$ cat src/assert_macros.svh
// Assertion macros used by the stream decoder RTL.
`ifndef ASSERT_MACROS_SVH
`define ASSERT_MACROS_SVH

// Same-cycle implication, sampled on clk, off while rst_n is low.
`define BMP_ASSERT_IMP(label, ante, cons, msg) \
  label: assert property (@(posedge clk) disable iff (!rst_n) (ante) |-> (cons)) \
    else $error(msg);

// Next-cycle implication, sampled on clk, off while rst_n is low.
`define BMP_ASSERT_NXT(label, ante, cons, msg) \
  label: assert property (@(posedge clk) disable iff (!rst_n) (ante) |=> (cons)) \
    else $error(msg);

`endif

$ cat src/bmp_pkg.sv
// Constants and codes for the 24-bit BMP stream decoder.
`timescale 1ns / 1ps

package bmp_pkg;

  localparam int OUT_TDATA_W = 136;

  // parser phases
  localparam logic [1:0] PH_HEADER = 2'd0;
  localparam logic [1:0] PH_SKIP   = 2'd1;
  localparam logic [1:0] PH_PIXELS = 2'd2;
  localparam logic [1:0] PH_DONE   = 2'd3;

  // result kinds
  localparam logic [1:0] KIND_PIXEL = 2'd0;
  localparam logic [1:0] KIND_SIZE  = 2'd1;
  localparam logic [1:0] KIND_ERROR = 2'd2;

  // error codes
  localparam logic [2:0] ERR_NONE      = 3'd0;
  localparam logic [2:0] ERR_SIGNATURE = 3'd1;
  localparam logic [2:0] ERR_HDR_SIZE  = 3'd2;
  localparam logic [2:0] ERR_FORMAT    = 3'd3;
  localparam logic [2:0] ERR_OFFSET    = 3'd4;

  // byte positions that close a header field
  localparam logic [31:0] POS_SIGNATURE   = 32'd1;
  localparam logic [31:0] POS_OFFSET      = 32'd13;
  localparam logic [31:0] POS_HDR_SIZE    = 32'd17;
  localparam logic [31:0] POS_WIDTH       = 32'd21;
  localparam logic [31:0] POS_HEIGHT      = 32'd25;
  localparam logic [31:0] POS_PLANES      = 32'd27;
  localparam logic [31:0] POS_BPP         = 32'd29;
  localparam logic [31:0] POS_COMPRESSION = 32'd33;
  localparam logic [31:0] POS_IMG_BYTES   = 32'd37;
  localparam logic [31:0] POS_CLR_USED    = 32'd49;
  localparam logic [31:0] POS_CLR_IMPORT  = 32'd53;

  localparam logic [31:0] HEADER_END = 32'd54;

  localparam logic [15:0] BMP_SIGNATURE = 16'h4D42;
  localparam logic [31:0] INFO_HDR_SIZE = 32'd40;
  localparam logic [15:0] BITS_PER_PIX  = 16'd24;
  localparam logic [7:0]  ALPHA_OPAQUE  = 8'hFF;
  localparam logic [31:0] BYTES_PER_PIX = 32'd3;

endpackage

$ cat src/bmp_24bit_stream_decoder.sv
// 24-bit BMP stream decoder: header parse, skip to pixel data, BGR to RGBA packing.
//
// Input stream: one file byte per item on in_tdata; in_tuser high marks byte 0
// of a new file and restarts the parser. Output stream: one result per item at
// most, its kind on out_tuser (pixel, size report, error report), the payload
// on out_tdata, and out_tlast on the final pixel of the image data.
// Errors come on byte 1 (signature), 17 (header size) or 53; else byte 53 gives a
// size report, then skips to the data offset: one pixel per blue, green, red triple.
// After an error or the last pixel, bytes produce nothing until the next start.
//
// Throughput: one byte per cycle unless out_tready stalls the output register. A
// result is on out_tvalid in the cycle after the byte that caused it is accepted.
// Per-byte work is 32-bit compares, increments and a decrement between the state
// registers and the output register.
// Reset: the parser enters the header phase with position and pixel counts cleared;
// the output register is empty. A stalled receiver holds the output register;
// in_tready stays high while that register is empty or being taken.
`timescale 1ns / 1ps
`include "assert_macros.svh"

module bmp_24bit_stream_decoder (
  input  logic                              clk,
  input  logic                              rst_n,
  input  logic                              in_tvalid,
  output logic                              in_tready,
  input  logic [7:0]                        in_tdata,   // [7:0] byte_value
  input  logic                              in_tuser,   // [0] start_of_file
  output logic                              out_tvalid,
  input  logic                              out_tready,
  // [2:0] error_code, [10:3] red, [18:11] green, [26:19] blue, [34:27] alpha,
  // [66:35] image_width, [98:67] image_height, [130:99] pixel_index, [135:131] 0
  output logic [bmp_pkg::OUT_TDATA_W-1:0]  out_tdata,
  output logic [1:0]                        out_tuser,  // [1:0] kind
  output logic                              out_tlast   // last_pixel
);
  import bmp_pkg::*;

  // parser state
  logic [1:0]  phase_r, phase_nxt;
  logic [31:0] pos_r, pos_nxt;
  logic [31:0] shift_r, shift_nxt;
  logic [31:0] offset_r, offset_nxt;
  logic [31:0] width_r, width_nxt;
  logic [31:0] height_r, height_nxt;
  logic [31:0] left_r, left_nxt;
  logic        fmt_bad_r, fmt_bad_nxt;
  logic [31:0] pix_cnt_r, pix_cnt_nxt;
  logic [1:0]  bip_r, bip_nxt;
  logic [15:0] held_r, held_nxt;

  // output register
  logic        out_valid_r, out_valid_nxt;
  logic [1:0]  kind_r, kind_nxt;
  logic [2:0]  err_r, err_nxt;
  logic [7:0]  red_r, red_nxt;
  logic [7:0]  green_r, green_nxt;
  logic [7:0]  blue_r, blue_nxt;
  logic [7:0]  alpha_r, alpha_nxt;
  logic [31:0] img_w_r, img_w_nxt;
  logic [31:0] img_h_r, img_h_nxt;
  logic [31:0] pidx_r, pidx_nxt;
  logic        last_r, last_nxt;

  logic        in_accept;
  logic        res_valid;
  logic [1:0]  phase_c;
  logic [31:0] pos_c;
  logic        fmt_bad_c;
  logic [1:0]  bip_c;
  logic [31:0] pix_cnt_c;
  logic [31:0] pos_inc;
  logic [31:0] v32;
  logic [15:0] v16;
  logic        bad_now;

  assign in_tready = !out_valid_r || out_tready;
  assign in_accept = in_tvalid && in_tready;

  // start of file restarts from the cleared state
  assign phase_c   = in_tuser ? PH_HEADER : phase_r;
  assign pos_c     = in_tuser ? 32'd0 : pos_r;
  assign fmt_bad_c = in_tuser ? 1'b0 : fmt_bad_r;
  assign bip_c     = in_tuser ? 2'd0 : bip_r;
  assign pix_cnt_c = in_tuser ? 32'd0 : pix_cnt_r;

  assign pos_inc = pos_c + 32'd1;
  assign v32     = {in_tdata, shift_r[31:8]};
  assign v16     = v32[31:16];

  always_comb begin
    phase_nxt   = phase_r;
    pos_nxt     = pos_r;
    shift_nxt   = shift_r;
    offset_nxt  = offset_r;
    width_nxt   = width_r;
    height_nxt  = height_r;
    left_nxt    = left_r;
    fmt_bad_nxt = fmt_bad_r;
    pix_cnt_nxt = pix_cnt_r;
    bip_nxt     = bip_r;
    held_nxt    = held_r;
    bad_now     = 1'b0;

    res_valid = 1'b0;
    kind_nxt  = KIND_PIXEL;
    err_nxt   = ERR_NONE;
    red_nxt   = 8'd0;
    green_nxt = 8'd0;
    blue_nxt  = 8'd0;
    alpha_nxt = 8'd0;
    img_w_nxt = 32'd0;
    img_h_nxt = 32'd0;
    pidx_nxt  = 32'd0;
    last_nxt  = 1'b0;

    if (in_accept) begin
      phase_nxt   = phase_c;
      pos_nxt     = pos_c;
      fmt_bad_nxt = fmt_bad_c;
      bip_nxt     = bip_c;
      pix_cnt_nxt = pix_cnt_c;

      case (phase_c)
        PH_PIXELS: begin
          // left_r counts raw data bytes still to come, this one included
          left_nxt = left_r - 32'd1;
          case (bip_c)
            2'd0: begin
              held_nxt = {8'd0, in_tdata};
              bip_nxt  = 2'd1;
            end
            2'd1: begin
              held_nxt = {in_tdata, held_r[7:0]};
              bip_nxt  = 2'd2;
            end
            default: begin
              res_valid   = 1'b1;
              kind_nxt    = KIND_PIXEL;
              red_nxt     = in_tdata;
              green_nxt   = held_r[15:8];
              blue_nxt    = held_r[7:0];
              alpha_nxt   = ALPHA_OPAQUE;
              pidx_nxt    = pix_cnt_c;
              bip_nxt     = 2'd0;
              pix_cnt_nxt = pix_cnt_c + 32'd1;
              // fewer than a full triple remains after this one
              if (left_r <= BYTES_PER_PIX) begin
                last_nxt  = 1'b1;
                phase_nxt = PH_DONE;
              end
            end
          endcase
        end
        PH_SKIP: begin
          pos_nxt = pos_inc;
          if (pos_inc == offset_r) begin
            phase_nxt = PH_PIXELS;
          end
        end
        PH_HEADER: begin
          pos_nxt   = pos_inc;
          shift_nxt = v32;
          case (pos_c)
            POS_SIGNATURE: begin
              if (v16 != BMP_SIGNATURE) begin
                res_valid = 1'b1;
                kind_nxt  = KIND_ERROR;
                err_nxt   = ERR_SIGNATURE;
                phase_nxt = PH_DONE;
              end
            end
            POS_OFFSET: offset_nxt = v32;
            POS_HDR_SIZE: begin
              if (v32 != INFO_HDR_SIZE) begin
                res_valid = 1'b1;
                kind_nxt  = KIND_ERROR;
                err_nxt   = ERR_HDR_SIZE;
                phase_nxt = PH_DONE;
              end
            end
            POS_WIDTH:       width_nxt = v32;
            POS_HEIGHT:      height_nxt = v32;
            POS_PLANES:      fmt_bad_nxt = fmt_bad_c || (v16 != 16'd1);
            POS_BPP:         fmt_bad_nxt = fmt_bad_c || (v16 != BITS_PER_PIX);
            POS_COMPRESSION: fmt_bad_nxt = fmt_bad_c || (v32 != 32'd0);
            POS_IMG_BYTES:   left_nxt = v32;
            POS_CLR_USED:    fmt_bad_nxt = fmt_bad_c || (v32 != 32'd0);
            POS_CLR_IMPORT: begin
              bad_now     = fmt_bad_c || (v32 != 32'd0);
              fmt_bad_nxt = bad_now;
              res_valid   = 1'b1;
              if (bad_now) begin
                kind_nxt  = KIND_ERROR;
                err_nxt   = ERR_FORMAT;
                phase_nxt = PH_DONE;
              end else if (offset_r < HEADER_END) begin
                kind_nxt  = KIND_ERROR;
                err_nxt   = ERR_OFFSET;
                phase_nxt = PH_DONE;
              end else begin
                kind_nxt  = KIND_SIZE;
                img_w_nxt = width_r;
                img_h_nxt = height_r;
                if (left_r < BYTES_PER_PIX) begin
                  phase_nxt = PH_DONE;
                end else if (offset_r == HEADER_END) begin
                  phase_nxt = PH_PIXELS;
                end else begin
                  phase_nxt = PH_SKIP;
                end
              end
            end
            default: ;
          endcase
        end
        default: ;
      endcase
    end
  end

  always_comb begin
    if (in_accept) begin
      out_valid_nxt = res_valid;
    end else if (out_tready) begin
      out_valid_nxt = 1'b0;
    end else begin
      out_valid_nxt = out_valid_r;
    end
  end

  always_ff @(posedge clk) begin
    if (!rst_n) begin
      phase_r     <= PH_HEADER;
      pos_r       <= 32'd0;
      fmt_bad_r   <= 1'b0;
      pix_cnt_r   <= 32'd0;
      bip_r       <= 2'd0;
      out_valid_r <= 1'b0;
    end else begin
      phase_r     <= phase_nxt;
      pos_r       <= pos_nxt;
      fmt_bad_r   <= fmt_bad_nxt;
      pix_cnt_r   <= pix_cnt_nxt;
      bip_r       <= bip_nxt;
      out_valid_r <= out_valid_nxt;
    end
  end

  always_ff @(posedge clk) begin
    shift_r  <= shift_nxt;
    offset_r <= offset_nxt;
    width_r  <= width_nxt;
    height_r <= height_nxt;
    left_r   <= left_nxt;
    held_r   <= held_nxt;
    if (in_accept) begin
      kind_r  <= kind_nxt;
      err_r   <= err_nxt;
      red_r   <= red_nxt;
      green_r <= green_nxt;
      blue_r  <= blue_nxt;
      alpha_r <= alpha_nxt;
      img_w_r <= img_w_nxt;
      img_h_r <= img_h_nxt;
      pidx_r  <= pidx_nxt;
      last_r  <= last_nxt;
    end
  end

  assign out_tvalid = out_valid_r;
  assign out_tuser  = kind_r;
  assign out_tlast  = last_r;
  assign out_tdata  = {5'd0, pidx_r, img_h_r, img_w_r, alpha_r, blue_r, green_r, red_r,
                       err_r};

  `BMP_ASSERT_IMP(a_last_is_pixel, out_valid_r && last_r, kind_r == KIND_PIXEL,
    "last flag on a non-pixel item")
  `BMP_ASSERT_IMP(a_err_ends_file, out_valid_r && (kind_r == KIND_ERROR),
    phase_r == PH_DONE, "error reported but parser still running")
  `BMP_ASSERT_IMP(a_pixel_opaque, out_valid_r && (kind_r == KIND_PIXEL),
    alpha_r == ALPHA_OPAQUE, "pixel without opaque alpha")
  `BMP_ASSERT_NXT(a_pixel_count_step,
    in_accept && !in_tuser && (phase_r == PH_PIXELS) && (bip_r == 2'd2),
    pix_cnt_r == $past(pix_cnt_r) + 32'd1, "pixel count did not advance")

endmodule
$ cat config.mk
export PLATFORM = sky130hd
export DESIGN_NAME = bmp_24bit_stream_decoder
export DESIGN_NICKNAME = d
export VERILOG_FILES = /design/src/bmp_pkg.sv /design/src/bmp_24bit_stream_decoder.sv
export VERILOG_INCLUDE_DIRS = /design/src /design/src/src
export SDC_FILE = /design/constraint.sdc
export NUM_CORES = 1
export LEC_CHECK = 0
export BUFFER_PORTS_ARGS = -buffer_cell sky130_fd_sc_hd__clkbuf_2
export CORE_UTILIZATION = 45
export DETAILED_ROUTE_END_ITERATION = 6
export HOLD_SLACK_MARGIN = 0.15
export SYNTH_ARGS = -nofsm -noshare
export SYNTH_HDL_FRONTEND = slang
export SYNTH_SLANG_ARGS = --single-unit
$ cat constraint.sdc
create_clock -name clk -period 15.8 [get_ports clk]
set_input_delay 1.58 -clock clk [delete_from_list [all_inputs] [get_ports clk]]
set_output_delay 1.58 -clock clk [all_outputs]
set_load 0.005 [all_outputs]
# Word-level counts from Yosys, hierarchy flattened
# Index checks and enable logic that the tools add are counted.
# word_totals
ff_bits,380
input_bits,13
word_cells,123
# op_classes
n_addsub,3
order_cmp,3
eq_ne,21
mux,45
bitwise,4
reduce_logical,24
# op_table
op,count
$mux 32,6
$eq 32x5->1 const B,5
$eq 32x6->1 const B,5
$add 32x1->32 const B,2
$pmux 32 s2,1
$mux 2,17
$eq 32x1->1 const B,1
$eq 32x32->1,1
$eq 32x4->1 const B,1
$le 32x2->1 const B,1
$lt 32x2->1 const B,1
$lt 32x6->1 const B,1
$ne 32x6->1 const B,1
$pmux 16 s2,1
$reduce_bool 32->1,1
$sub 32x1->32 const B,1
$pmux 2 s3,3
$ne 16x1->1 const B,1
$ne 16x15->1 const B,1
$ne 16x5->1 const B,1
$reduce_and 3->1,5
$mux 1,9
$pmux 3 s3,1
$mux 8,1
other kinds (18),32

# Depth between registers and ports, before layout
# logic_depth
ltp_word,7
ltp_mapped,19

# Worst setup path after synthesis
# No wires, ideal clock.
# synth_timing
path_type,in2reg
from,input in_tuser
to,register width_r[0] (enable)
setup_time_ps,513
t_arrival_ps,6746
t_required_ps,15287
slack_ps,8541
path_stages,11
cell_sequence,buf_2 inv_1 clkbuf_1 clkbuf_1 clkbuf_1 nand2_1 ha_1 nand2_1 nor4_1 nand2_1 nor4b_1
# synth_between
elab_chain_cells,3
# synth_rtl
element,line_no,source
from (decl),bmp_24bit_stream_decoder.sv:27,"input logic in_tuser,"
$mux 32 / $mux 2 (equally long branches),"bmp_24bit_stream_decoder.sv:81, bmp_24bit_stream_decoder.sv:80",
$eq 32x5->1 / $logic_not 2->1 (equally long branches),"bmp_24bit_stream_decoder.sv:163, bmp_24bit_stream_decoder.sv:123",
$reduce_and 3->1 (no source line) (*),-,
to (signal assigned),bmp_24bit_stream_decoder.sv:252,width_r <= width_nxt;
to (decl),bmp_24bit_stream_decoder.sv:43,"logic [31:0] width_r, width_nxt;"
# Mark *: on every way between the ends. The rest lies on a longest branch, timed or not.
# A chain may end at the register's enable or synchronous reset.

# Worst setup path in the final report
# layout_timing
from,input in_tuser
to,register phase_r[0]
# layout_between
elab_chain_cells,5
# layout_rtl
element,line_no,source
"$mux 32, or another cell as far along",bmp_24bit_stream_decoder.sv:81,assign pos_c = in_tuser ? 32'd0 : pos_r;
"$add 32x1->32, or another cell as far along",bmp_24bit_stream_decoder.sv:86,assign pos_inc = pos_c + 32'd1;
"$eq 32x32->1, or another cell as far along",bmp_24bit_stream_decoder.sv:156,if (pos_inc == offset_r) begin
"$mux 2, or another cell as far along",bmp_24bit_stream_decoder.sv:156,
$pmux 2 s3 (*),bmp_24bit_stream_decoder.sv:123,case (phase_c)
to (signal assigned),bmp_24bit_stream_decoder.sv:240,phase_r <= phase_nxt;
to (decl),bmp_24bit_stream_decoder.sv:39,"logic [1:0] phase_r, phase_nxt;"
# Marks and branches as above.

==> load_flow_metrics.sql <==
INSERT INTO impl_metrics (metric_group, metric, value, unit) VALUES
('setup_path', 'critical_path_class', 'input port to register', ''),
('cells_and_area', 'drive_gt1_share', '15.80', '%'),
('clock_tree', 'cts-root-buf', 'sky130_fd_sc_hd__clkbuf_16', ''),
('grt', 'gr-total-overflow', '0', ''),
('setup_path', 'cells_traversed_along_the_worst_timing_path', 'buf_4 > inv_1 > buf_4 > nand2_1 > inv_1 > ha_1 > nand3_1 > or3_1 > xnor2_1 > a2111oi_0 > nand3_1 > nor4_1 > o2111ai_1 > nor4_1 > o31ai_1', ''),
('timing', 'slew_violations', '0', ''),
('routing', 'detail_route.wl_per_cell', '19.98', 'µm'),
('power', 'power.leakage', '6.584', 'nW'),
('setup_path', 'ff2ff_path_depth', '11', ''),
('floorplan', 'placeable_core_region', '35830', 'µm²'),
('grt', 'first_global_vias', '10770', ''),
('synth', 'netlist_instances', '1436', ''),
('setup_path', 'timing.reg2reg.setup_slack', '11450', 'ps'),
('grt', 'grt_antenna_before_repair', '1', ''),
('routing', 'dr.pass1.iters', '7', ''),
('synth', 'synthesis.yosys.warnings', '0', ''),
('power', 'powerDensity', '112.2', 'nW/µm²'),
('synth', 'postSynth.asyncResetShare', '0', '%'),
('clock_tree', 'post_cts_hold_buffer_count', '0', ''),
('place', 'port_buffer_cells', '148', ''),
('timing', 'finalSetupTns', '0', 'ps'),
('timing', 'final.setup_skew', '18.93', 'ps'),
('setup_path', 'cp.arrival', '5440', 'ps'),
('timing', 'timing.final.crit_period', '5045', 'ps'),
('setup_path', 'critical_path.max_stage_delay', '690', 'ps'),
('setup_path', 'worstReg2RegEnd', 'phase_r[0]$_SDFFE_PN0P_', ''),
('floorplan', 'area_of_the_die', '37400', 'µm²'),
('setup_path', 'path_max_fanout', '31', ''),
('floorplan', 'fp.dieH', '193.4', 'µm'),
('timing', 'fin_hold_ws', '479.8', 'ps'),
('timing', 'fin_crit_sh', '31.93', '%'),
('place', 'finalWeightedCongestion', '0.9285', ''),
('cells_and_area', 'finalNetCount', '1570', ''),
('synth', 'synth-edff-count', '295', ''),
('clock_tree', 'tritoncts', 'done', ''),
('status', 'run_status', 'finished, violations left', ''),
('hold_path', 'hold_path.class', 'register to register', ''),
('synth', 'synth_top_flop_cell', 'sky130_fd_sc_hd__edfxtp_1', ''),
('setup_path', 'crit_path_end_kind', 'register', ''),
('clock_tree', 'cts.reportedPaths.clkPinSlew', '60', 'ps'),
('routing', 'routed-via-count', '11490', ''),
('routing', 'drcViolationCount', '22', ''),
('synth', 'sequential_element_share_of_the_synthesized_area', '62.24', '%'),
('setup_path', 'cp_num_buf_inv', '4', ''),
('clock_tree', 'worstSkewPairLatency', '540', 'ps'),
('timing', 'grt_setup_unrepaired', 'no', ''),
('timing', 'slew_headroom', '17.15', '%'),
('hold_path', 'hold-path-endpoint', 'pix_cnt_r[22]$_SDFFE_PN0P_', ''),
('clock_tree', 'tritoncts_num_sinks', '365', ''),
('grt', 'groute.usage.overall', '21.71', '%'),
('timing', 'timing.final.setup_violations', '0', ''),
('routing', 'antenna_left', '0', ''),
('synth', 'ys_ff_latch', '365', ''),
('cells_and_area', 'area.growth.synth_to_final', '14.78', '%'),
('timing', 'hold_viol', '0', ''),
('place', 'half_perimeter_wire_length_after_placement', '27130', 'µm'),
('routing', 'vias_per_cell', '5.626', ''),
('cells_and_area', 'antenna-diode-count', '0', ''),
('routing', 'detail_route.wirelength', '40820', 'µm'),
('run', 'drv.max_cap_violation_count', '0', ''),
('setup_path', 'timing.rr.start', 'pos_r[0]$_SDFFE_PN0P_', ''),
('floorplan', 'rows', '69', ''),
('timing', 'achievable-frequency', '198.2', 'MHz'),
('floorplan', 'initial_utilization', '46.01', '%'),
('clock_tree', 'cts-resized-gates', '0', ''),
('synth', 'syn-cell-area', '16480', 'µm²'),
('timing', 'tightest_slew', '1243', 'ps'),
('status', 'violations', 'design-rule violations', ''),
('cells_and_area', 'n_fill_cell', '3097', ''),
('setup_path', 'worstPathRequired', '16200', 'ps'),
('routing', 'drt-initial-drc-count', '1208', '');
-- through the flow --
stage | power [mW] | instance area, µm² | worst slack, ps | instances | utilization (%)
detailed placement | 1.191 | 17590 | 10250 | 1972 | 49.11
global placement | 1.190 | 17590 | 10370 | 1972 | 49.11
finish | 2.123 | 18920 | 10760 | 2043 | 52.81
CTS | 2.142 | 18920 | 10820 | 2043 | 52.81
global route | 2.185 | 18920 | 10500 | 2043 | 52.81
floorplan | 1.145 | 16500 | 8541 | 1440 | -
-- layer usage --
metal | vias up | share of wire (%) | global-route usage, %
met5 | - | 0.029 | 0
li1 | 5476 | - | -
met4 | 2 | 2.8 | 7.170
met2 | 425 | 44 | 33.16
met3 | 85 | 6.6 | 3.574
met1 | 5506 | 46 | 31.51
-- synthesized netlist by cell type (all sizes together) (5+ instances only) --
cell	n	area [µm²]
nor3b	6	45.04
nor4	42	292.8
nand2	148	555.5
o211ai	7	52.55
dfxtp	70	1401
nor2b	39	244.0
clkbuf	69	259.0
or4	10	78.82
or3	17	106.4
nand3	22	110.1
o31ai	5	37.54
nor3	33	170.2
nand2b	10	70.06
xor2	26	235.2
edfxtp	295	8859
o21ai	108	540.5
inv	17	63.81
xnor2	66	578.1
a31oi	13	81.33
nor2	78	292.8
and2	102	638.1
a21boi	19	142.6
nand4	33	212.7
a21oi	34	170.2
and4b	5	50.05
a22oi	15	112.6
and3	68	425.4
buf	26	162.7
ha	5	62.56
o21a	5	37.54
-- how the worst max path moves through the flow --
stage	to	slack (ps)	start	depth (start not counted)
5_1_grt	phase_r[0]$_SDFFE_PN0P_	10500	in_tuser	15
3_5_place_dp	phase_r[0]$_SDFFE_PN0P_	10250	in_tuser	15
2_1_floorplan	width_r[0]$_DFFE_PP_	8540	in_tuser	11
3_3_place_gp	phase_r[0]$_SDFFE_PN0P_	10370	in_tuser	15
4_1_cts	phase_r[0]$_SDFFE_PN0P_	10820	in_tuser	15
6_report	phase_r[0]$_SDFFE_PN0P_	10760	in_tuser	15
-- logic make-up after synthesis --
logic type / count (synthesis) / share of synthesized area (%)
compound gates: 224 / 8.213
xor+xnor: 92 / 4.934
fa+ha+maj: 5 / 0.3795
buf+inv: 112 / 2.945
flops: 365 / 62.24
mux: 1 / 0.06831
other cells: 1 / 0.02275
simple gates: 636 / 21.20
-- sequential cells by signal, summed over array words and instances (netlist names), 32 cells and up --
signal and flops:
height_r 32, img_h_r 32, img_w_r 32, left_r 32, offset_r 32, pidx_r 32
pix_cnt_r 32, pos_r 32, width_r 32
-- worst reg2reg max path: cells and delay by family (launching register included) --
family | cells | cell delay, ps
XOR/XNOR | 1 | 150
AND/OR/NAND/NOR | 6 | 2150
AO/OA/AOI/OAI | 3 | 990
adder cells (fa/ha/maj) | 1 | 390
flip-flops | 1 | 540
-- cell type report --
class                           count  area (µm²)  area share, %
Clock buffer                       45       998.5          5.277
Inverter                           17       68.82         0.3637
Multi-Input combinational cell    963        5811          30.71
Timing Repair Buffer              166       878.3          4.642
Tap cell                          461       576.8          3.049
Clock inverter                     26       327.8          1.733
Sequential cell                   365       10260          54.23
-- cell usage in the layout (no fill, tap or decap), drive strengths merged, types with 7 or more instances in the layout --
cell,instances
nand4,33
nand3,22
o21ai,108
nor3,33
xnor2,66
xor2,26
o211ai,7
bufinv,7
nor2,78
a21boi,19
or4,10
nand2b,10
a31oi,13
or3,17
buf,19
clkbuf,192
nor2b,39
edfxtp,295
nand2,148
nor4,42
and3,68
dfxtp,70
and2,102
a22oi,15
a21oi,34
clkinv,14
inv,20
-- power breakdown --
part | switching [mW] | internal [mW] | total [mW]
clock | 0.380 | 0.572 | 0.952
sequential | 0.0225 | 1.07 | 1.09
combinational | 0.0556 | 0.0268 | 0.0824
Power figures use the tool's default switching activity.
